### config.mk
export PLATFORM = sky130hd
export DESIGN_NAME = dlu_div
export DESIGN_NICKNAME = d
export VERILOG_FILES = /design/src/hw/rtl/dlu_pkg.sv /design/src/hw/rtl/dlu_div.sv
export SDC_FILE = /design/constraint.sdc
export NUM_CORES = 1
export LEC_CHECK = 0
export BUFFER_PORTS_ARGS = -buffer_cell sky130_fd_sc_hd__buf_2
export CAP_MARGIN = 20
export CORE_ASPECT_RATIO = 1.2
export CORE_MARGIN = 10
export CORE_UTILIZATION = 44
export CTS_CLUSTER_DIAMETER = 100
export CTS_CLUSTER_SIZE = 25
export DETAILED_ROUTE_END_ITERATION = 10
export SLEW_MARGIN = 20
export SYNTH_ARGS = -nofsm -noshare
export SYNTH_HDL_FRONTEND = slang
export SYNTH_SLANG_ARGS = --single-unit
### constraint.sdc
create_clock -name clk -period 5.85 [get_ports clk]
set_input_delay 0.585 -clock clk [delete_from_list [all_inputs] [get_ports clk]]
set_output_delay 0.585 -clock clk [all_outputs]
set_load 0.02 [all_outputs]
### src/hw/rtl/dlu_pkg.sv
// Types and constants shared by the LU decomposition block.
package dlu_pkg;

  localparam int DataW = 32;
  localparam int AccW  = 64;
  localparam int IdxW  = 2;

  typedef enum logic [6:0] {
    ST_LOAD  = 7'b0000001,
    ST_INIT  = 7'b0000010,
    ST_MAC   = 7'b0000100,
    ST_ACC   = 7'b0001000,
    ST_DIV   = 7'b0010000,
    ST_WB    = 7'b0100000,
    ST_EMIT  = 7'b1000000
  } dlu_state_t;

  localparam logic [0:0] RegSize = 1'b0;

endpackage

### src/hw/rtl/dlu_div.sv
// Iterative restoring divider with rounding to nearest and saturation.
module dlu_div import dlu_pkg::*; (
  input  logic                    clk,
  input  logic                    rst_n,
  input  logic                    start,
  input  logic signed [AccW-1:0]  num,
  input  logic signed [DataW-1:0] den,
  output logic                    done,
  output logic signed [DataW-1:0] quot
);

  logic [AccW-1:0]  rem_r, rem_nxt;
  logic [AccW-1:0]  q_r, q_nxt;
  logic [DataW-1:0] md_r, md_nxt;
  logic             neg_r, neg_nxt;
  logic [6:0]       cnt_r, cnt_nxt;
  logic             busy_r, busy_nxt;
  logic             done_r, done_nxt;
  logic [AccW-1:0]  mn;
  logic [DataW-1:0] md;
  logic [AccW:0]    trial;
  logic [AccW:0]    sum_in;

  assign mn = num[AccW-1] ? (~num + 1'b1) : num;
  assign md = den[DataW-1] ? (~den + 1'b1) : den;
  assign sum_in = {1'b0, mn} + {33'd0, 1'b0, md[DataW-1:1]};
  assign trial = {rem_r, q_r[AccW-1]} - {{(AccW-DataW+1){1'b0}}, md_r};

  always_comb begin
    rem_nxt  = rem_r;
    q_nxt    = q_r;
    md_nxt   = md_r;
    neg_nxt  = neg_r;
    cnt_nxt  = cnt_r;
    busy_nxt = busy_r;
    done_nxt = 1'b0;
    if (start) begin
      rem_nxt  = '0;
      q_nxt    = sum_in[AccW] ? {AccW{1'b1}} : sum_in[AccW-1:0];
      md_nxt   = md;
      neg_nxt  = num[AccW-1] ^ den[DataW-1];
      cnt_nxt  = 7'(AccW + 1);
      busy_nxt = 1'b1;
      if (sum_in[AccW]) begin
        cnt_nxt  = '0;
        busy_nxt = 1'b0;
        done_nxt = 1'b1;
      end
    end else if (busy_r) begin
      if (!trial[AccW]) begin
        rem_nxt = trial[AccW-1:0];
        q_nxt   = {q_r[AccW-2:0], 1'b1};
      end else begin
        rem_nxt = {rem_r[AccW-2:0], q_r[AccW-1]};
        q_nxt   = {q_r[AccW-2:0], 1'b0};
      end
      cnt_nxt = cnt_r - 1'b1;
      if (cnt_r == 7'd2) begin
        busy_nxt = 1'b0;
        done_nxt = 1'b1;
      end
    end
  end

  always_ff @(posedge clk) begin
    if (!rst_n) begin
      busy_r <= 1'b0;
      done_r <= 1'b0;
      cnt_r  <= '0;
    end else begin
      busy_r <= busy_nxt;
      done_r <= done_nxt;
      cnt_r  <= cnt_nxt;
    end
    rem_r <= rem_nxt;
    q_r   <= q_nxt;
    md_r  <= md_nxt;
    neg_r <= neg_nxt;
  end

  always_comb begin
    if (!neg_r) begin
      quot = (q_r > 64'h7FFF_FFFF) ? 32'sh7FFF_FFFF : q_r[DataW-1:0];
    end else begin
      quot = (q_r >= 64'h8000_0000) ? 32'sh8000_0000 : (~q_r[DataW-1:0] + 1'b1);
    end
  end

  assign done = done_r;

endmodule

=== Yosys cells after proc, flatten, opt, wreduce, memory -nomap -nowiden ===
Index checks and enable logic that the tools add are counted.

* $lt $le $gt $ge: 2
* Muxes and demuxes: 21
* Div/mod/pow operators: 0
* Reductions and logical operators: 1
* Equality and inequality tests: 1
* Multipliers: 0
* Bitwise logic cells: 4
* Add/sub/neg operators: 6
* Shift-type cells: 0

{| class="wikitable"
|+ Operators by type and width
! kind !! count
|-
| $mux 64 || 5
|-
| $mux 32 || 4
|-
| $add 64x31->65 || 1
|-
| $sub 65x32->65 || 1
|-
| $add 32x1->32 const B || 2
|-
| $add 64x1->64 const B || 1
|-
| $ge 64x32->1 const B || 1
|-
| $gt 64x31->1 const B || 1
|-
| $not 32->32 || 2
|-
| $not 64->64 || 1
|-
| $mux 7 || 3
|-
| $mux 1 || 9
|-
| $eq 7x2->1 const B || 1
|-
| $sub 7x1->7 const B || 1
|-
| $reduce_bool 2->1 || 1
|-
| $xor 1x1->1 || 1
|}

* Output and inout bits: 33
* Register bits after elaboration: 170
* Memories: 0
* ROM bits: 0
* Bits in latches: 0
* Bits in writable memories: 0
* Word-level logic and storage cells: 42
* Input bits: 99

=== Longest topological paths before layout ===
* Depth after elaboration: 6
* Gate-level depth with buffers: 22
* Depth with buffers taken out: 19

=== Worst setup path after synthesis ===
No wires, ideal clock.

* Path kind: input to register
* Start point: input num[63]
* End point: register q_r[41], data pin
* Required time: 5585 ps
* Library setup time: 265 ps
* Stages on the path: 22
* Slack: -94 ps
* Arrival: 5678 ps
* Cells stage by stage: clkbuf_1 -> clkbuf_1 -> clkbuf_1 -> buf_1 -> clkbuf_1 -> buf_1 -> nand2_1 -> xnor2_1 -> ha_1 -> clkbuf_1 -> a21oi_1 -> nand3_1 -> a221oi_1 -> nor3_1 -> o32ai_1 -> o2111ai_1 -> and3_1 -> clkbuf_1 -> a311oi_1 -> buf_2 -> nor3_1 -> or3_1

* Cells in the longest elaborated chain, start to end: 6

{| class="wikitable"
|+ Ends and longest elaborated chain
! item !! line !! text
|-
| from (decl) || dlu_div.sv:6 || <nowiki>input logic signed [AccW-1:0] num,</nowiki>
|-
| $not 64->64 || dlu_div.sv:24 || <nowiki>assign mn = num[AccW-1] ? (~num + 1'b1) : num;</nowiki>
|-
| $add 64x1->64 || dlu_div.sv:24 ||
|-
| $mux 64 (*) || dlu_div.sv:24 ||
|-
| $add 64x31->65 (*) || dlu_div.sv:26 || <nowiki>assign sum_in = {1'b0, mn} + {33'd0, 1'b0, md[DataW-1:1]};</nowiki>
|-
| $mux 64 (*) || dlu_div.sv:39 || <nowiki>q_nxt = sum_in[AccW] ? {AccW{1'b1}} : sum_in[AccW-1:0];</nowiki>
|-
| $mux 64 (*) || dlu_div.sv:37 || <nowiki>if (start) begin</nowiki>
|-
| net q_nxt[41] || dlu_div.sv:13 || <nowiki>logic [AccW-1:0] q_r, q_nxt;</nowiki>
|-
| to (signal assigned) || dlu_div.sv:76 || <nowiki>q_r <= q_nxt;</nowiki>
|-
| to (decl) || dlu_div.sv:13 ||
|}

The timed path passes the listed nets; every way through them passes the cells marked *.
A chain may end at the register's enable or synchronous reset.

=== Final worst setup path ===
* Start point: input den[5]
* End point: register q_r[41], data pin

* Cells in the longest elaborated chain, start to end: 6

{| class="wikitable"
|+ Ends and longest elaborated chain
! item !! line !! text
|-
| from (decl) || dlu_div.sv:7 || <nowiki>input logic signed [DataW-1:0] den,</nowiki>
|-
| $not 32->32 || dlu_div.sv:25 || <nowiki>assign md = den[DataW-1] ? (~den + 1'b1) : den;</nowiki>
|-
| $add 32x1->32 || dlu_div.sv:25 ||
|-
| $mux 32 || dlu_div.sv:25 ||
|-
| net md[11] || dlu_div.sv:20 || <nowiki>logic [DataW-1:0] md;</nowiki>
|-
| $add 64x31->65 || dlu_div.sv:26 ||
|-
| $mux 64 || dlu_div.sv:39 ||
|-
| $mux 64 || dlu_div.sv:37 ||
|-
| net q_nxt[41] || dlu_div.sv:13 ||
|}

The timed path passes the listed nets, and every way through them passes these cells.

==> results.json <==
{
  "status": "finished clean",
  "synth_top_area_share_pct": 18.76,
  "ctsLongestPathBuffers": 2,
  "hp-start": "den[0]",
  "cp.required_ns": 6.06,
  "hp-class": "input port to flop",
  "grt_overflow": 0,
  "ir_drop_mv": 0.2279,
  "cts_resized": 0,
  "ys_seq_elements": 170,
  "die_w_um": 191.5,
  "synth_cell_types": 95,
  "finalSetupViolCount": 0,
  "port_buffers": 131,
  "tns_ns": 0,
  "antenna_cells": 0,
  "cap_violations": 0,
  "die_h_um": 225.8,
  "syn_inst": 1927,
  "dp.final_hpwl_um": 39420,
  "vias": 15275,
  "cts_tree": "done",
  "h-tree-depth": 4,
  "syn2layout_area_growth_pct": 10.83,
  "routed_via_density": 6.152,
  "fin_crit_sh_pct": 85.74,
  "globalplace.congestion": 0.9555,
  "cts_num_sinks": 170,
  "synth_edf_count": 97,
  "synth.avg_cell_area_um2": 8.057,
  "min_to": "md_r[0]$_DFFE_PP_",
  "rows": 75,
  "start_util_pct": 44.47,
  "postRouteAntennaNets": 0,
  "cts.root.buffer_cell": "clkbuf_16",
  "crit_start": "den[5]",
  "synth-main-ff-cell": "edfxtp_1",
  "synth_area_leader_cell": "edfxtp_1",
  "syn_area_um2": 15520,
  "start_kind": "input port",
  "yosysWarnings": 0,
  "power_density_nw_per_um2": 268.0,
  "fmax_mhz": 199.4,
  "ys_seq_area_share_pct": 28.18,
  "final_nets": 2173,
  "endpoint_kind": "flop",
  "relSlewSlack_pct": 31.15,
  "worstPathMaxFanout": 23,
  "cts_buffers": 17,
  "timing.rr.end": "rem_r[60]$_SDFFE_PP0P_",
  "drtPass1Iterations": 7,
  "finalNonFillerCells": 2483,
  "reg2reg_from": "q_r[63]$_DFFE_PP_",
  "p_leak_uw": 0.006574,
  "dp.cells": 2451,
  "hold-path-cell-count": 1,
  "core-area_um2": 34910,
  "wl_um": 50530,
  "rrSetupSlack_ns": 1.02,
  "total_power_uw": 4611,
  "antenna_found_initial": 0,
  "synthArstFlopShare_pct": 0,
  "critPathArrivalTime_ns": 5.23,
  "grt_first_pass_wirelength_um": 79820,
  "ys_top_cells_by_area": "edfxtp_1, dfxtp_1, xnor2_1",
  "worstSetupPathType": "input port to flop",
  "drv_slew": 0,
  "synth_nets": 2092,
  "wire_per_inst_um": 20.35,
  "drt-initial-drc-count": 1210,
  "utilization_pct": 49.29,
  "rsz0062_at_grt": "no",
  "dieArea_um2": 43230,
  "clock-skew-final_ns": 0.01363,
  "rr_worst_depth": 13,
  "finalHoldViolations": 0,
  "drive_gt1_share_pct": 12.86,
  "cts_hold_buf": 0,
  "cts_setup_buffers": 0,
  "clk_latency_ns": 0.46,
  "gr-usage-all-layers_pct": 23.01,
  "worst_pin_slew_ns": 1.029,
  "route.detailed.drc": 0,
  "grt_max_degree": 116,
  "io_pins": 132,
  "grt_pass1_vias": 14550,
  "fin_crit_ns": 5.016,
  "clk_pin_slew_ns": 0.07
}
==> synthesized netlist by cell type (18+ instances only) <==
cell type and number:
nand2_1 181, nor2_1 167, xnor2_1 127, edfxtp_1 97, inv_1 95, o21ai_0 91
clkbuf_1 90, a21oi_1 87, dfxtp_1 73, ha_1 64, nor3_1 64, nand3_1 52
or3_1 48, o31ai_1 45, nor4_1 43, xor2_1 43, or4_1 38, nand4_1 33
a21o_1 32, a311oi_1 30, a31oi_1 27, mux2_2 24, o41ai_1 21, o311ai_0 20
nand2b_1 19, a211oi_1 18, o21bai_1 18
==> per-layer routing <==
layer	vias to the layer above	share of wire [%]	track usage [%]	routed length (µm)
met5	-	0	0	0
met4	0	2.9	8.201	1458
met3	76	3.6	2.438	1831
met2	396	52	41.44	26060
met1	7325	42	27.59	21180
li1	7478	-	-	-
==> registers in the layout (all words and copies together) (netlist names) <==
signal	cells
cnt_r	7
busy_r	1
neg_r	1
md_r	32
q_r	64
rem_r	64
done	1
==> metrics by stage <==
stage	hold slack, ns	setup WS (ns)	area (µm²)
global placement	0.4637	0.5502	16660
global route	0.3746	0.4311	17210
detailed placement	0.4653	0.4093	16660
floorplan	0.4449	0.01055	15530
CTS	0.3588	0.8585	17210
finish	0.3796	0.8341	17210
==> cells in the final DEF, fill, tap and decap left out, types with 29 or more instances in the layout <==
| cell | n |
|---|---|
| nand4_1 | 33 |
| buf_4 | 38 |
| edfxtp_1 | 97 |
| xnor2_1 | 127 |
| a21o_1 | 32 |
| nor3_1 | 64 |
| or4_1 | 38 |
| nand3_1 | 52 |
| o21ai_0 | 91 |
| nor2_1 | 167 |
| nand2_1 | 181 |
| a21oi_1 | 87 |
| buf_2 | 130 |
| ha_1 | 64 |
| dfxtp_1 | 72 |
| xor2_1 | 43 |
| a311oi_1 | 29 |
| nor4_1 | 43 |
| inv_1 | 93 |
| or3_1 | 48 |
| o31ai_1 | 45 |
==> worst max-delay path by stage <==
stage	slack (ns)	cells past startpoint	to
after floorplan	0.01	22	q_r[41]$_DFFE_PP_
after global placement	0.55	20	q_r[58]$_DFFE_PP_
after detailed placement	0.41	17	q_r[41]$_DFFE_PP_
after CTS	0.86	13	quot[30]
after global routing	0.43	17	q_r[44]$_DFFE_PP_
final	0.83	17	q_r[41]$_DFFE_PP_
==> logic make-up (layout without fill, tap and decap cells) <==
family	after synthesis	after routing	share of synthesized area (%)
adders and majority gates	66	66	5.416
and+or+nand+nor	740	740	24.43
DFF	170	170	28.18
AOI/OAI and AO/OA	540	540	24.76
muxes	38	38	2.643
buffers and inverters	203	297	4.989
xor gates and xnor gates	170	170	9.591
==> where the power goes <==
| part | total [µW] | internal, µW | switching (µW) |
|---|---|---|---|
| clock | 1080 | 555 | 529 |
| combinational | 1860 | 724 | 1130 |
| sequential | 1670 | 1480 | 195 |
==> worst max-delay path, stage by stage <==
cell and delay (ns):
buf_2 0.13, nor4_1 0.52, nand3_1 0.42, o31ai_1 0.35
xnor2_1 0.13, ha_1 0.38, a21oi_1 0.17, o21ai_0 0.11
a221oi_1 0.37, nor2b_1 0.11, o32ai_1 0.48, o2111ai_1 0.17
and3_1 0.26, a311oi_2 0.28, buf_4 0.30, nor3_1 0.09
or3_1 0.34
==> layout make-up <==
| type | instances | area, µm² |
|---|---|---|
| repair buffers | 169 | 955.9 |
| clock buffers | 19 | 432.9 |
| fillers | 3481 | 17700 |
| multi-input cells | 1554 | 10390 |
| inverters | 96 | 360.3 |
| well taps | 462 | 578.1 |
| flip-flops and latches | 170 | 4375 |
| clock inverters | 13 | 113.9 |
Power figures use the tool's default switching activity.
